==> src/rtl/tnsr_pkg.sv <==
// Package for the text newline/space run encoder.
// Holds the channel item types, the command type between front and back,
// and the byte codes. No dependencies.
package tnsr_pkg;

    // Byte codes
    localparam logic [7:0] MARK_BYTE = 8'h09;
    localparam logic [7:0] CR_BYTE   = 8'h0D;
    localparam logic [7:0] LF_BYTE   = 8'h0A;
    localparam logic [7:0] SP_BYTE   = 8'h20;
    localparam logic [6:0] RUN_MAX   = 7'd127;

    // Command queue sizing
    localparam int CMD_MAX_BYTES   = 3;
    localparam int CMD_QUEUE_DEPTH = 4;
    localparam int CMD_PTR_W       = $clog2(CMD_QUEUE_DEPTH);

    typedef struct packed {
        logic [7:0] in_byte;
        logic       in_last;
    } t_in_item;

    typedef struct packed {
        logic [7:0] out_byte;
        logic       has_byte;
        logic       run_last;
        logic       stream_end;
    } t_out_item;

    // One classified input item: up to three bytes to send, in order
    typedef struct packed {
        logic [1:0]                    n;
        logic [CMD_MAX_BYTES-1:0][7:0] bytes;
        logic                          last;
    } t_cmd;

endpackage

==> src/rtl/tnsr_front.sv <==
// Front end of the encoder: accepts input beats, tracks the space run and
// turns each beat into at most one command for the queue.
// Depends on tnsr_pkg.
module tnsr_front (
    input  logic              i_clk,
    input  logic              i_rst_n,
    input  logic              i_valid,
    input  tnsr_pkg::t_in_item i_item,
    output logic              o_stall,
    input  logic              i_cmd_full,
    output logic              o_cmd_valid,
    output tnsr_pkg::t_cmd    o_cmd
);
    import tnsr_pkg::*;

    typedef struct packed {
        logic [1:0] len;
        logic [7:0] b0;
        logic [7:0] b1;
    } t_run_code;

    logic [6:0] r_pending;
    logic [6:0] n_pending;
    logic [6:0] lead_run;
    logic [6:0] tail_run;
    logic [6:0] grown;
    logic       is_cr;
    logic       is_sp;
    logic       has_char;
    logic [7:0] char_byte;
    logic       accept;
    t_run_code  lead;
    t_run_code  tail;
    t_cmd       cmd;

    // Encode a closed run: one space as itself, longer runs as marker + count
    function automatic t_run_code encode_run(input logic [6:0] run);
        t_run_code code;
        code.len = 2'd0;
        code.b0  = SP_BYTE;
        code.b1  = {1'b0, run};
        if (run == 7'd1) begin
            code.len = 2'd1;
        end else if (run != 7'd0) begin
            code.len = 2'd2;
            code.b0  = MARK_BYTE;
        end
        return code;
    endfunction

    // Classify the byte and work out the runs to close
    always_comb begin
        is_cr     = (i_item.in_byte == CR_BYTE);
        is_sp     = (i_item.in_byte == SP_BYTE);
        has_char  = !is_cr && !is_sp;
        char_byte = (i_item.in_byte == LF_BYTE) ? CR_BYTE : i_item.in_byte;
        lead_run  = 7'd0;
        grown     = 7'd0;
        if (is_sp) begin
            if (r_pending == RUN_MAX) begin
                lead_run = RUN_MAX;
                grown    = 7'd1;
            end else begin
                grown    = r_pending + 7'd1;
            end
        end else begin
            lead_run = r_pending;
        end
        tail_run  = i_item.in_last ? grown : 7'd0;
        n_pending = i_item.in_last ? 7'd0 : grown;
        lead      = encode_run(lead_run);
        tail      = encode_run(tail_run);
    end

    // Pack lead run, character and tail run into one command
    always_comb begin
        cmd.bytes = '0;
        cmd.n     = 2'd0;
        cmd.last  = i_item.in_last;
        if (lead.len != 2'd0) begin
            cmd.bytes[0] = lead.b0;
            cmd.n        = 2'd1;
        end
        if (lead.len == 2'd2) begin
            cmd.bytes[1] = lead.b1;
            cmd.n        = 2'd2;
        end
        if (has_char && cmd.n != 2'd3) begin
            cmd.bytes[cmd.n] = char_byte;
            cmd.n            = cmd.n + 2'd1;
        end
        if (tail.len != 2'd0 && cmd.n != 2'd3) begin
            cmd.bytes[cmd.n] = tail.b0;
            cmd.n            = cmd.n + 2'd1;
        end
        if (tail.len == 2'd2 && cmd.n != 2'd3) begin
            cmd.bytes[cmd.n] = tail.b1;
            cmd.n            = cmd.n + 2'd1;
        end
    end

    assign o_stall     = i_cmd_full;
    assign accept      = i_valid && !i_cmd_full;
    // Drop commands that send nothing and do not end the stream
    assign o_cmd_valid = accept && (cmd.n != 2'd0 || cmd.last);
    assign o_cmd       = cmd;

    // Advance the run count on every accepted beat
    always_ff @(posedge i_clk) begin
        if (!i_rst_n) begin
            r_pending <= 7'd0;
        end else if (accept) begin
            r_pending <= n_pending;
        end
    end

endmodule

==> src/rtl/tnsr_cmd_queue.sv <==
// Short command queue between the front and back ends.
// Depends on tnsr_pkg.
module tnsr_cmd_queue (
    input  logic           i_clk,
    input  logic           i_rst_n,
    input  logic           i_push,
    input  tnsr_pkg::t_cmd i_cmd,
    output logic           o_full,
    input  logic           i_pop,
    output logic           o_head_valid,
    output tnsr_pkg::t_cmd o_head
);
    import tnsr_pkg::*;

    t_cmd                 r_mem [CMD_QUEUE_DEPTH];
    logic [CMD_PTR_W-1:0] r_wr_ptr;
    logic [CMD_PTR_W-1:0] r_rd_ptr;
    logic [CMD_PTR_W:0]   r_count;

    assign o_full       = (r_count == (CMD_PTR_W+1)'(CMD_QUEUE_DEPTH));
    assign o_head_valid = (r_count != '0);
    assign o_head       = r_mem[r_rd_ptr];

    // Write the entry at the tail
    always_ff @(posedge i_clk) begin
        if (i_push) begin
            r_mem[r_wr_ptr] <= i_cmd;
        end
    end

    // Advance pointers and occupancy
    always_ff @(posedge i_clk) begin
        if (!i_rst_n) begin
            r_wr_ptr <= '0;
            r_rd_ptr <= '0;
            r_count  <= '0;
        end else begin
            if (i_push) begin
                r_wr_ptr <= r_wr_ptr + 1'b1;
            end
            if (i_pop) begin
                r_rd_ptr <= r_rd_ptr + 1'b1;
            end
            if (i_push && !i_pop) begin
                r_count <= r_count + 1'b1;
            end else if (i_pop && !i_push) begin
                r_count <= r_count - 1'b1;
            end
        end
    end

endmodule

==> src/rtl/tnsr_back.sv <==
// Back end of the encoder: walks the head command one byte per cycle, while
// the output is not stalled, into the output register. Depends on tnsr_pkg.
module tnsr_back (
    input  logic              i_clk,
    input  logic              i_rst_n,
    input  logic              i_head_valid,
    input  tnsr_pkg::t_cmd    i_head,
    output logic              o_pop,
    output logic              o_out_valid,
    output tnsr_pkg::t_out_item o_out_item,
    input  logic              i_out_stall
);
    import tnsr_pkg::*;

    logic      [1:0] r_idx;
    logic            r_out_valid;
    t_out_item       r_out_item;
    logic            load;
    logic            beat_last;
    t_out_item       beat;

    // Build the beat at the current byte index of the head command
    always_comb begin
        load            = !r_out_valid || !i_out_stall;
        beat_last       = (i_head.n == 2'd0) || (r_idx == i_head.n - 2'd1);
        beat.out_byte   = (i_head.n == 2'd0) ? 8'd0 : i_head.bytes[r_idx];
        beat.has_byte   = (i_head.n != 2'd0);
        beat.run_last   = beat_last;
        beat.stream_end = beat_last && i_head.last;
    end

    assign o_pop       = load && i_head_valid && beat_last;
    assign o_out_valid = r_out_valid;
    assign o_out_item  = r_out_item;

    // Hold the output beat while stalled, otherwise load the next one
    always_ff @(posedge i_clk) begin
        if (!i_rst_n) begin
            r_out_valid <= 1'b0;
            r_idx       <= 2'd0;
        end else if (load) begin
            r_out_valid <= i_head_valid;
            if (i_head_valid) begin
                r_idx <= beat_last ? 2'd0 : r_idx + 2'd1;
            end
        end
    end

    always_ff @(posedge i_clk) begin
        if (load && i_head_valid) begin
            r_out_item <= beat;
        end
    end

    // Stream end always closes the beats of its input
    a_end_is_run_last: assert property (@(posedge i_clk) disable iff (!i_rst_n)
        r_out_valid && r_out_item.stream_end |-> r_out_item.run_last)
        else $error("stream end without run last");

    // The empty beat appears only as the end of the stream
    a_empty_is_end: assert property (@(posedge i_clk) disable iff (!i_rst_n)
        r_out_valid && !r_out_item.has_byte |-> r_out_item.stream_end)
        else $error("empty beat not at stream end");

    // Mid-command beats step the byte index by one
    a_idx_step: assert property (@(posedge i_clk) disable iff (!i_rst_n)
        load && i_head_valid && !beat_last |=> r_idx == $past(r_idx) + 2'd1)
        else $error("byte index did not advance");

    // Never pop an empty queue
    a_pop_valid: assert property (@(posedge i_clk) disable iff (!i_rst_n)
        o_pop |-> i_head_valid)
        else $error("pop without head");

endmodule

==> src/rtl/text_newline_space_run_encoder.sv <==
// Top level of the text newline/space run encoder.
// Depends on tnsr_pkg, tnsr_front, tnsr_cmd_queue and tnsr_back.
//
//  channel | valid        | stall        | payload
//  --------+--------------+--------------+---------------------------
//  input   | i_in_valid   | o_in_stall   | i_in_item  (t_in_item)
//  output  | o_out_valid  | i_out_stall  | o_out_item (t_out_item)
//
// Each accepted input beat has its command, if any, queued; the back end
// then sends one output beat per cycle while i_out_stall is low, so an
// input item that yields k bytes (k = 1..3, or the single empty end beat)
// gives k output beats. Items yielding at most one beat sustain one item
// per cycle while i_out_stall is low. A four-entry command queue lets the
// front run ahead; o_in_stall rises only when it is full. Reset is
// synchronous and clears the run count, the queue and the output valid.
module text_newline_space_run_encoder (
    input  logic                i_clk,
    input  logic                i_rst_n,
    input  logic                i_in_valid,
    input  tnsr_pkg::t_in_item  i_in_item,
    output logic                o_in_stall,
    output logic                o_out_valid,
    output tnsr_pkg::t_out_item o_out_item,
    input  logic                i_out_stall
);
    import tnsr_pkg::*;

    logic cmd_valid;
    logic cmd_full;
    t_cmd cmd;
    logic head_valid;
    t_cmd head;
    logic pop;

    tnsr_front u_front (
        .i_clk       (i_clk),
        .i_rst_n     (i_rst_n),
        .i_valid     (i_in_valid),
        .i_item      (i_in_item),
        .o_stall     (o_in_stall),
        .i_cmd_full  (cmd_full),
        .o_cmd_valid (cmd_valid),
        .o_cmd       (cmd)
    );

    tnsr_cmd_queue u_queue (
        .i_clk        (i_clk),
        .i_rst_n      (i_rst_n),
        .i_push       (cmd_valid),
        .i_cmd        (cmd),
        .o_full       (cmd_full),
        .i_pop        (pop),
        .o_head_valid (head_valid),
        .o_head       (head)
    );

    tnsr_back u_back (
        .i_clk        (i_clk),
        .i_rst_n      (i_rst_n),
        .i_head_valid (head_valid),
        .i_head       (head),
        .o_pop        (pop),
        .o_out_valid  (o_out_valid),
        .o_out_item   (o_out_item),
        .i_out_stall  (i_out_stall)
    );

endmodule
==> config.mk <==
export PLATFORM = sky130hd
export DESIGN_NAME = text_newline_space_run_encoder
export DESIGN_NICKNAME = d
export VERILOG_FILES = /design/src/rtl/tnsr_pkg.sv /design/src/rtl/tnsr_front.sv /design/src/rtl/tnsr_cmd_queue.sv /design/src/rtl/tnsr_back.sv /design/src/rtl/text_newline_space_run_encoder.sv
export SDC_FILE = /design/constraint.sdc
export NUM_CORES = 1
export LEC_CHECK = 0
export CAP_MARGIN = 5
export CELL_PAD_IN_SITES_DETAIL_PLACEMENT = 1
export CELL_PAD_IN_SITES_GLOBAL_PLACEMENT = 2
export CORE_ASPECT_RATIO = 1.25
export CORE_UTILIZATION = 49
export DETAILED_ROUTE_END_ITERATION = 8
export DONT_BUFFER_PORTS = 1
export GPL_ROUTABILITY_DRIVEN = 0
export PLACE_DENSITY_LB_ADDON = 0.25
export SYNTH_ARGS = -nofsm -noshare
export SYNTH_HDL_FRONTEND = slang
export SYNTH_SLANG_ARGS = --single-unit
==> constraint.sdc <==
create_clock -name i_clk -period 6.3 [get_ports i_clk]
set_input_delay 0.315 -clock i_clk [delete_from_list [all_inputs] [get_ports i_clk]]
set_output_delay 0.315 -clock i_clk [all_outputs]
set_load 0.01 [all_outputs]
# Yosys cells after proc, flatten, opt, wreduce, memory -nomap -nowiden
# Memories as Yosys holds them, arrays and structs flattened. A register that Yosys moved wholly into a read port is not among the register bits.
# Cells that the tools add are included.
# W data, S select, Z words.
# totals
wordCells,113
regBits,28
n_memories,1
out_inout_bits,13
ramBits,108
# memory_table
memory,depth,width,rd,rd_clocked_by_memory_dff,wr,line,text
u_queue.r_mem,4,27,1,1,1,tnsr_cmd_queue.sv:15,t_cmd r_mem [CMD_QUEUE_DEPTH];
# classes
n_eq_ne,13
muxes,38
order_cmp,7
reduce_logical,34
add_sub_neg,10
# ops
operator,n
$mux W26,3
$bwmux W24,3
$mux W8,8
$mux W7,7
$demux W8 S2,3
$mux W10,2
$bmux W8 S2,1
$eq A8 B4 Y1 const B,2
$eq A7 B1 Y1 const B,2
$logic_and A1 B1 Y1,14
$reduce_bool A7 Y1,2
$add A2 B1 Y2 const B,6
$lt A2 B3 Y1 const B,4
$mux W2,6
$reduce_bool A2 Y1,5
$eq A8 B6 Y1 const B,1
$add A7 B1 Y7 const B,1
$eq A7 B7 Y1 const B,1
$logic_not A1 Y1,7
$ge A2 B1 Y1 const B,3
$mux W3,2
$ne A2 B2 Y1 const B,3
$eq A2 B2 Y1 const B,2
$add A3 B1 Y3 const B,1
other kinds (9),13

# Longest topological paths before layout
# Gate-level depths: netlist (run 1).
# logic_depth
ltp_word,34
depth_mapped,18
ltp_nobuf,15

# Cells and area by module
# Synthesis (run 1) repeated with hierarchy kept, for this count alone.
# unflattened
cells_unflattened,486
hier_area_um2,6715.2
# modules_own_cells
module,cells_per_inst,area_per_inst_um2,n_inst
tnsr_cmd_queue,184,4390.5,1
tnsr_front,229,1586.5,1
tnsr_back,73,738.2,1

# Least setup slack after synthesis (run 1)
# Ideal clock, no wire load.
# synth_path
path_type,flip-flop to flip-flop
start,register with a tool-made name
end,register u_queue.r_count[2]
t_arrival_ns,3.475
slack_ns,2.750
t_required_ns,6.224
synth_period_minus_slack_ns,3.550
path_buffers,2
stages_incl_launch_ff,15
cell_sequence,dfxtp_1 > buf_2 > buf_1 > mux4_2 > inv_1 > ha_1 > xnor2_1 > o21ai_1 > nand2_1 > ha_1 > inv_1 > fa_1 > xor2_1 > or3_1 > a21boi_0
# synth_rtl
element,line,text
to (signal assigned),tnsr_cmd_queue.sv:45,r_count <= r_count + 1'b1;
to (signal assigned),tnsr_cmd_queue.sv:47,r_count <= r_count - 1'b1;
to (decl),tnsr_cmd_queue.sv:18,logic [CMD_PTR_W:0] r_count;

==> impl_summary.log, run 1 <==
[metrics] area of the multi-input gates: 2409 µm²
[metrics] Final Max Slew Viols: 0
[metrics] r2r setup slk: 1580 ps
[metrics] worst path required time: 6430 ps
[metrics] width of the die: 105.3 µm
[metrics] leading cell type in the layout, fill and taps excluded: sky130_fd_sc_hd__edfxtp_1
[metrics] cell area after synthesis: 6540 µm²
[metrics] type of element capturing the critical path: flop
[metrics] Starting Density: 0.5096
[metrics] register cell area after layout: 3955 µm²
[metrics] setup repair after global routing missed its margin: false
[metrics] launching point of the worst reg2reg path: u_front.r_pending[3]
[metrics] multiplexer share of the synthesized area: 0.1182
[metrics] TritonCTS clock tree: yes
[metrics] residual DRC count: 0
[metrics] number of clock buffers inserted by TritonCTS: 17
[metrics] std cell rows: 46
[metrics] maximum fanout encountered on the critical timing path: 11
[metrics] net count after synthesis: 503
[metrics] vias in the first global route: 4456
[metrics] post-route worst setup slack: 1581 ps
[metrics] floorplan die height: 131.2 µm
[metrics] synthesis-to-layout area growth: 11.69%
[metrics] primary flip-flop cell chosen by synthesis mapping: sky130_fd_sc_hd__edfxtp_1
[metrics] setup tns final: 0 ps
[metrics] combined global-route utilization of all metal layers: 0.2452
[metrics] number of antenna diodes: 0
[metrics] detail-routed via count per cell: 6.121
[metrics] maximum number of pins on one net before global-route repair: 28
[metrics] number of register bits inferred by synthesis: 138
[metrics] Final Hold Slack: 29.20 ps
[metrics] transition time of the tightest slew-check pin: 777.5 ps
[metrics] timing-limited maximum frequency: 0.2119 GHz
[metrics] count of distinct cell types in the synthesized netlist: 63
[metrics] hold worst-path end: u_queue.r_count[0]
[metrics] number of design-rule violations left by the first detailed-router iteration: 195
[metrics] total leakage power: 2.572 nW
[metrics] parity-gate share of the synthesized area counting xor and xnor cells: 0.01607
[metrics] fin nets: 505
[metrics] simple-gate share of the synthesized area: 0.1196
[metrics] final HPWL from detailed placement: 10630 µm
[metrics] compound-cell area share of the yosys netlist: 0.08647
[metrics] final routed wirelength across all metal layers: 15970 µm
[metrics] Pwr per Cell Area: 390.0 nW/µm²
[metrics] main combinational cell family by area after synthesis: simple AND/OR/NAND/NOR gates
[metrics] delay of the slowest cell on the worst path: 630 ps
[metrics] Final ANT Viol Nets: 0
[metrics] count of pins on the block boundary: 26
[metrics] clock skew after layout: 12.09 ps
[metrics] clock slew at reported path FFs: 60 ps
[metrics] area of placed instances: 6693 µm²
[metrics] share of the cycle needed by the critical path after routing: 0.7491
[metrics] result of the run: finished clean
[metrics] Hold Fails Final Rpt: 0
[metrics] Worst R2R Path Depth: 12
[metrics] Clock Root Buffer: sky130_fd_sc_hd__clkbuf_16
[metrics] sinks on the clock net: 138
[metrics] Longest Clk Path Bufs: 2
[metrics] start point of the worst min-delay path: i_rst_n
[metrics] final global-route overflow total: 0
[metrics] Yosys warning total: 0
[metrics] adder-cell share of the synthesized area: 0.02793
[metrics] mean cell area of the mapped netlist: 13.74 µm²
[metrics] antenna violations before repair: 0
[metrics] critical-path cell list: or3_4 > nor3_2 > nand2_1 > o21ai_0 > inv_1 > ha_1 > nor2_1 > and2_0 > mux2i_2 > ha_1 > nand4b_1 > o21ai_0
[metrics] DR vias: 4034
[metrics] fraction of registers with async set/reset: 0
[metrics] number of iterations in the first detailed-routing pass: 4
[metrics] Max VDD drop: 0.2106 mV
[metrics] Arr. time, crit path: 4850 ps
[metrics] MaxCap Viol Count: 0
[metrics] Core Footprint: 12830 µm²
[metrics] number of flops mapped to enable cells by yosys: 119
[metrics] Post-Synthesis Cells: 476
[metrics] commonest non-fill, non-tap cells in the layout: sky130_fd_sc_hd__edfxtp_1, sky130_fd_sc_hd__nor2_1, sky130_fd_sc_hd__mux4_2
[metrics] classification of the worst-slack hold path: input pin to flop
[metrics] startpoint types: flop
[metrics] critical register-to-register path endpoint: u_queue.r_mem[3][10]
[metrics] htree depth: 4
[metrics] number of filler cells placed in the layout: 1243
[metrics] sequential cell area fraction in the yosys report: 0.6046
[metrics] cell with the biggest individual delay on the critical path: sky130_fd_sc_hd__o21ai_0
[metrics] Worst Path Class, Setup: flop to flop
[metrics] die footprint: 13820 µm²
[metrics] pre-CTS setup slack: 1734 ps
[metrics] setup violators final: 0
[metrics] layout cells sized above 1: 0.1650
[metrics] insertion delay to the later sink of the worst-skew pair: 400 ps
[metrics] area of all placed cells without fillers: 7305 µm²
[metrics] number of cells on the worst hold path: 1
[metrics] port buffer count: 0
[metrics] drt wl/cell: 24.23 µm
[metrics] worst rel slew slack: 0.4809
[metrics] final critical path time including I/O delays and setup: 4719 ps
[metrics] wire length of the first global-routing pass: 25210 µm
power by group:
group / switching (W) / internal (W) / total [W]
registers: 0.0000879 / 0.00115 / 0.00123
clock network: 0.000385 / 0.000627 / 0.00101
logic: 0.000338 / 0.000265 / 0.000603
synthesized netlist by cell type (all sizes together), types with 4 or more instances:
master	instances	area, µm²
clkbuf	15	56.30
inv	19	73.82
dfxtp	19	380.4
nor2	32	120.1
xnor2	9	78.83
o21ai	21	105.1
or3	5	36.28
nand3b	4	30.03
a31oi	6	37.54
nand2	22	90.09
and2	16	100.1
nor2b	8	50.05
mux2i	15	153.9
nor3	12	65.06
o22ai	5	31.28
mux4	27	608.1
a21boi	7	52.55
ha	13	162.7
buf	9	47.54
nand3	14	70.07
a21oi	21	105.1
o211ai	5	37.54
nand2b	5	31.28
edfxtp	119	3573
and3	7	43.79
timing repair:
action                                 in CTS  in global routing
setup buffers                               0                  0
resized for setup                           0                  0
hold buffers                                1                  0
endpoints found under the hold margin       4                  0
routing by layer:
layer  wire, µm  track usage  vias up
met5          0            0        -
met4        533       0.1072        0
met3        407      0.03671       32
met2       8572       0.4423       98
met1       6451       0.2867     2070
li1           -            -     1834
through the flow:
stage / power (W) / std cells / utilization
final: 0.002849 / 659 / 0.5691
after global routing: 0.002957 / 659 / 0.5691
after CTS: 0.002879 / 659 / 0.5691
after detailed placement: 0.001846 / 626 / 0.5214
after global placement: 0.001811 / 626 / 0.5214
after floorplan: 0.001682 / 476 / -
flip-flops by register name (all words and copies together), names as in the netlist, named ones only:
register / cells
u_queue.r_mem: 108
u_back.o_out_valid: 1
u_back.r_idx: 2
u_queue.r_wr_ptr: 2
u_queue.r_count: 3
u_front.r_pending: 7
u_back.o_out_item: 11
u_queue.r_rd_ptr: 2
worst max-delay path, delay by kind of cell (launching register included):
kind            cells  cell delay (ps)
simple gates        6             1930
compound gates      2              910
fa+ha+maj           2              580
flops               1              430
mux                 1              350
buf+inv             1              260
worst max path at each step:
| stage | to | startpoint |
|---|---|---|
| 2_1_floorplan | u_queue.r_count[2] | flop |
| 3_3_place_gp | u_queue.r_mem[0][11] | i_in_item[1] |
| 3_5_place_dp | u_queue.r_mem[3][13] | i_in_item[1] |
| 4_1_cts | u_queue.r_mem[3][10] | u_front.r_pending[3] |
| 5_1_grt | u_queue.r_mem[3][10] | u_front.r_pending[3] |
| 6_report | u_queue.r_mem[3][10] | u_front.r_pending[3] |
cells by family after synthesis:
logic type               count (synthesis)
AO/OA/AOI/OAI                           85
flip-flops                             138
buffers and inverters                   43
adder cells (fa/ha/maj)                 14
XOR/XNOR                                12
AND/OR/NAND/NOR                        141
multiplexers                            43
area by class of cell:
class                      count  share of cell area
clock buffer                  18             0.05875
sequential                   138              0.5415
multi-input combinational    295              0.3297
inverter                      19             0.01011
timing repair buffer           7            0.007537
clock inverter                14             0.02364
tap                          168             0.02878
No activity file was read; power rests on OpenSTA's default activity.
==> run 2, diff against run 1 <==
--- a/config.mk
+++ b/config.mk
@@ -9,7 +9,7 @@
 export CELL_PAD_IN_SITES_DETAIL_PLACEMENT = 1
 export CELL_PAD_IN_SITES_GLOBAL_PLACEMENT = 2
 export CORE_ASPECT_RATIO = 1.25
-export CORE_UTILIZATION = 49
+export CORE_UTILIZATION = 46
 export DETAILED_ROUTE_END_ITERATION = 8
 export DONT_BUFFER_PORTS = 1
 export GPL_ROUTABILITY_DRIVEN = 0
==> constraint.sdc (replaced) <==
create_clock -name i_clk -period 4.45 [get_ports i_clk]
set_input_delay 0.2225 -clock i_clk [delete_from_list [all_inputs] [get_ports i_clk]]
set_output_delay 0.2225 -clock i_clk [all_outputs]
set_load 0.01 [all_outputs]
==> run 2 against run 1 <==
  * Die area up 6.4%
  * Maximum frequency is 14% higher
  * Count of clock-buffer cells in the layout down 1
  * Final area up 0.96%
  * Sequential share of layout area is 0.51 points lower
  * Critical path depth increased by 1
  * Power increased by 38%
  * Clock power rose by 37%
  * Via count decreased by 1.7%
  * Routed wire length fell by 4.1%
  * Critical endpoint is now u_queue.r_mem[2][11]
==> impl_summary.log, run 2 (synthesis gave the netlist of run 1 again) <==
[metrics] total leakage power: 2.593 nW (+0.84%)
[metrics] residual DRC count: 0 (unchanged)
[metrics] number of cells on the worst hold path: 3 (+2)
[metrics] Comb power frac: 0.207 (-0.005)
[metrics] number of filler cells placed in the layout: 1340 (+7.8%)
[metrics] timing-limited maximum frequency: 0.2422 GHz (+14%)
[metrics] floorplan die height: 135.3 µm (+3.2%)
[metrics] transition time of the tightest slew-check pin: 786.1 ps (+8.577 ps)
[metrics] TritonCTS clock tree: yes
[metrics] final critical path time including I/O delays and setup: 4130 ps (-589.6 ps)
[metrics] delay of the slowest cell on the worst path: 450 ps (-180 ps)
[metrics] largest register by flop count: u_queue.r_mem
[metrics] register cell area after layout: 3955 µm² (unchanged)
[metrics] Hold Fails Final Rpt: 0 (unchanged)
[metrics] Worst Path Class, Setup: flop to flop
[metrics] insertion delay to the later sink of the worst-skew pair: 420 ps (+20 ps)
[metrics] Arr. time, crit path: 4280 ps (-570 ps)
[metrics] launching point of the worst reg2reg path: u_front.r_pending[2]
[metrics] Clock Root Buffer: sky130_fd_sc_hd__clkbuf_16
[metrics] Core Footprint: 13870 µm² (+8.1%)
[metrics] number of clock buffers inserted by TritonCTS: 17 (unchanged)
[metrics] setup violators final: 0 (unchanged)
[metrics] Final ANT Viol Nets: 0 (unchanged)
[metrics] worst rel slew slack: 0.4752 (-0.005726)
[metrics] clock slew at reported path FFs: 60 ps (about the same)
[metrics] relative contribution of sequential cells to total power: 0.443 (+0.010)
[metrics] number of design-rule violations left by the first detailed-router iteration: 188 (-3.6%)
[metrics] MaxCap Viol Count: 0 (unchanged)
[metrics] Pwr per Cell Area: 534.2 nW/µm² (+37%)
[metrics] Max VDD drop: 0.2810 mV (+33%)
[metrics] final std cells w/o fill: 675 (+2.4%)
[metrics] number of iterations in the first detailed-routing pass: 4 (unchanged)
[metrics] Finished Core Util: 0.5316 (-0.03755)
[metrics] sinks on the clock net: 138 (unchanged)
[metrics] start point of the worst min-delay path: i_in_item[0]
[metrics] combined global-route utilization of all metal layers: 0.2284 (-0.01678)
[metrics] Largest register FFs: 108 (unchanged)
[metrics] wire length of the first global-routing pass: 24030 µm (-4.7%)
[metrics] count of pins on the block boundary: 26 (unchanged)
[metrics] final routed wirelength across all metal layers: 15310 µm (-4.1%)
[metrics] final global-route overflow total: 0 (unchanged)
[metrics] commonest non-fill, non-tap cells in the layout: sky130_fd_sc_hd__edfxtp_1, sky130_fd_sc_hd__nor2_1, sky130_fd_sc_hd__mux4_2
[metrics] sum of buffers and inverters on the critical path: 2 (+1)
[metrics] share of the cycle needed by the critical path after routing: 0.9280 (+0.1789)
[metrics] synthesis-to-layout area growth: 12.76%
[metrics] drt wl/cell: 22.68 µm (-6.4%)
[metrics] worst path required time: 4600 ps (-1830 ps)
[metrics] setup tns final: 0 ps (unchanged)
[metrics] r2r setup slk: 320 ps (-1260 ps)
[metrics] number of antenna diodes: 0 (unchanged)
[metrics] type of element capturing the critical path: flop
[metrics] gate family responsible for the most delay along the worst path: simple AND/OR/NAND/NOR gates
[metrics] fraction of power spent switching nets: 0.2931 (+0.008313)
[metrics] setup repair after global routing missed its margin: false
[metrics] clock skew after layout: 9.835 ps (-2.257 ps)
[metrics] std cell rows: 48 (+4.3%)
[metrics] Worst R2R Path Depth: 13 (+1)
[metrics] Starting Density: 0.4714 (-0.03814)
[metrics] startpoint types: flop
[metrics] width of the die: 108.7 µm (+3.2%)
[metrics] area of the multi-input gates: 2419 µm² (+0.42%)
[metrics] vias in the first global route: 4218 (-5.3%)
[metrics] Longest Clk Path Bufs: 2 (unchanged)
[metrics] reported net switching power: 0.001155 W (+42%)
[metrics] antenna violations before repair: 0 (unchanged)
[metrics] leading cell type in the layout, fill and taps excluded: sky130_fd_sc_hd__edfxtp_1
[metrics] port buffer count: 0 (unchanged)
[metrics] result of the run: finished clean
[metrics] fin nets: 514 (+1.8%)
[metrics] share of total power in the clock network: 0.350 (-0.005)
[metrics] critical-path cell list: or3_1 > nor3_2 > nand2_1 > o21ai_0 > inv_1 > ha_1 > nor2_1 > and2_0 > mux2i_2 > ha_1 > nand4b_1 > buf_4 > o21ai_0
[metrics] maximum number of pins on one net before global-route repair: 28 (unchanged)
[metrics] htree depth: 4 (unchanged)
[metrics] Post-CTS Repair Setup Buffers: 0 (unchanged)
[metrics] die footprint: 14700 µm² (+6.4%)
[metrics] detail-routed via count per cell: 5.877 (-4.0%)
[metrics] Placed Instances: 640 (+2.2%)
[metrics] maximum fanout encountered on the critical timing path: 12 (+1)
[metrics] cell with the biggest individual delay on the critical path: sky130_fd_sc_hd__or3_1
[metrics] hold worst-path end: u_front.r_pending[3]
[metrics] final HPWL from detailed placement: 10960 µm (+3.1%)
[metrics] Final Max Slew Viols: 0 (unchanged)
[metrics] critical register-to-register path endpoint: u_queue.r_mem[2][11]
[metrics] Cell Int Power: 0.002785 W (+37%)
[metrics] layout cells sized above 1: 0.1820 (+0.01703)
[metrics] DR vias: 3967 (-1.7%)
[metrics] classification of the worst-slack hold path: input pin to flop
[run 2: cell types whose count changed in the layout (fill, tap and decap cells not counted), moves of 2 or more]
cell                            delta
sky130_fd_sc_hd__dlygate4sd3_1     +2
sky130_fd_sc_hd__bufinv_16         -2
sky130_fd_sc_hd__clkinv_2          -3
sky130_fd_sc_hd__clkinvlp_4        +2
sky130_fd_sc_hd__inv_8             +3
sky130_fd_sc_hd__inv_6             +2
sky130_fd_sc_hd__buf_4             +7
[run 2: layout make-up]
class	count	share of cell area
Sequential cell	138	0.5363
Multi-Input combinational cell	295	0.3280
Clock buffer	17	0.05769
Tap cell	175	0.02969
Clock inverter	15	0.02104
Timing Repair Buffer	16	0.01731
Inverter	19	0.01001
[run 2: routing by layer]
| layer | share of wire | GRT usage | routed length (µm) | vias to the layer above |
|---|---|---|---|---|
| li1 | - | - | - | 1858 |
| met1 | 0.41 | 0.2790 | 6252 | 1999 |
| met2 | 0.54 | 0.3914 | 8202 | 82 |
| met3 | 0.029 | 0.03944 | 451 | 28 |
| met4 | 0.026 | 0.1059 | 404 | 0 |
| met5 | 0 | 0 | 0 | - |
[run 2: power by group through the flow]
| stage | clock [W] | combinational (W) | sequential, W |
|---|---|---|---|
| floorplan | 0 | 0.000663 | 0.00172 |
| global placement | 0 | 0.000808 | 0.00176 |
| detailed placement | 0 | 0.000829 | 0.00178 |
| CTS | 0.00141 | 0.000835 | 0.00175 |
| global route | 0.00145 | 0.000914 | 0.00177 |
| finish | 0.00138 | 0.000817 | 0.00174 |
[run 2: worst max path at each step]
stage,start,end,cells after the start
2_1_floorplan,flop,u_queue.r_count[2],14
3_5_place_dp,u_front.r_pending[1],u_queue.r_mem[2][21],14
4_1_cts,u_front.r_pending[1],u_queue.r_mem[2][21],14
3_3_place_gp,u_front.r_pending[2],u_queue.r_mem[0][21],13
6_report,u_front.r_pending[2],u_queue.r_mem[2][11],13
5_1_grt,u_front.r_pending[2],u_queue.r_mem[3][17],13
[run 2: what timing repair did]
action | CTS | global route
gates resized for setup | 0 | 3
hold buffers | 3 | 0
endpoints found under the setup margin | 0 | 36
hold endpoints to repair | 23 | 0
[run 2: worst reg2reg max path, delay by kind of cell (launching register included)]
kind | cells | cell delay [ps]
adder cells (fa/ha/maj) | 2 | 560
buffers and inverters | 2 | 410
AND/OR/NAND/NOR | 6 | 1540
multiplexers | 1 | 340
flip-flops | 1 | 420
AO/OA/AOI/OAI | 2 | 590
[run 2: metrics by stage]
step / hold slack (ps) / cell area [µm²] / setup WS, ps / total power, W
final: 19.65 / 7375 / 320.4 / 0.003939
after CTS: 16.26 / 7365 / 296.4 / 0.003990
after detailed placement: 324.0 / 6754 / 308.0 / 0.002604
after global routing: 44.15 / 7375 / 39.77 / 0.004134
after global placement: 322.5 / 6754 / 593.0 / 0.002571
after floorplan: 321.4 / 6540 / 899.7 / 0.002381
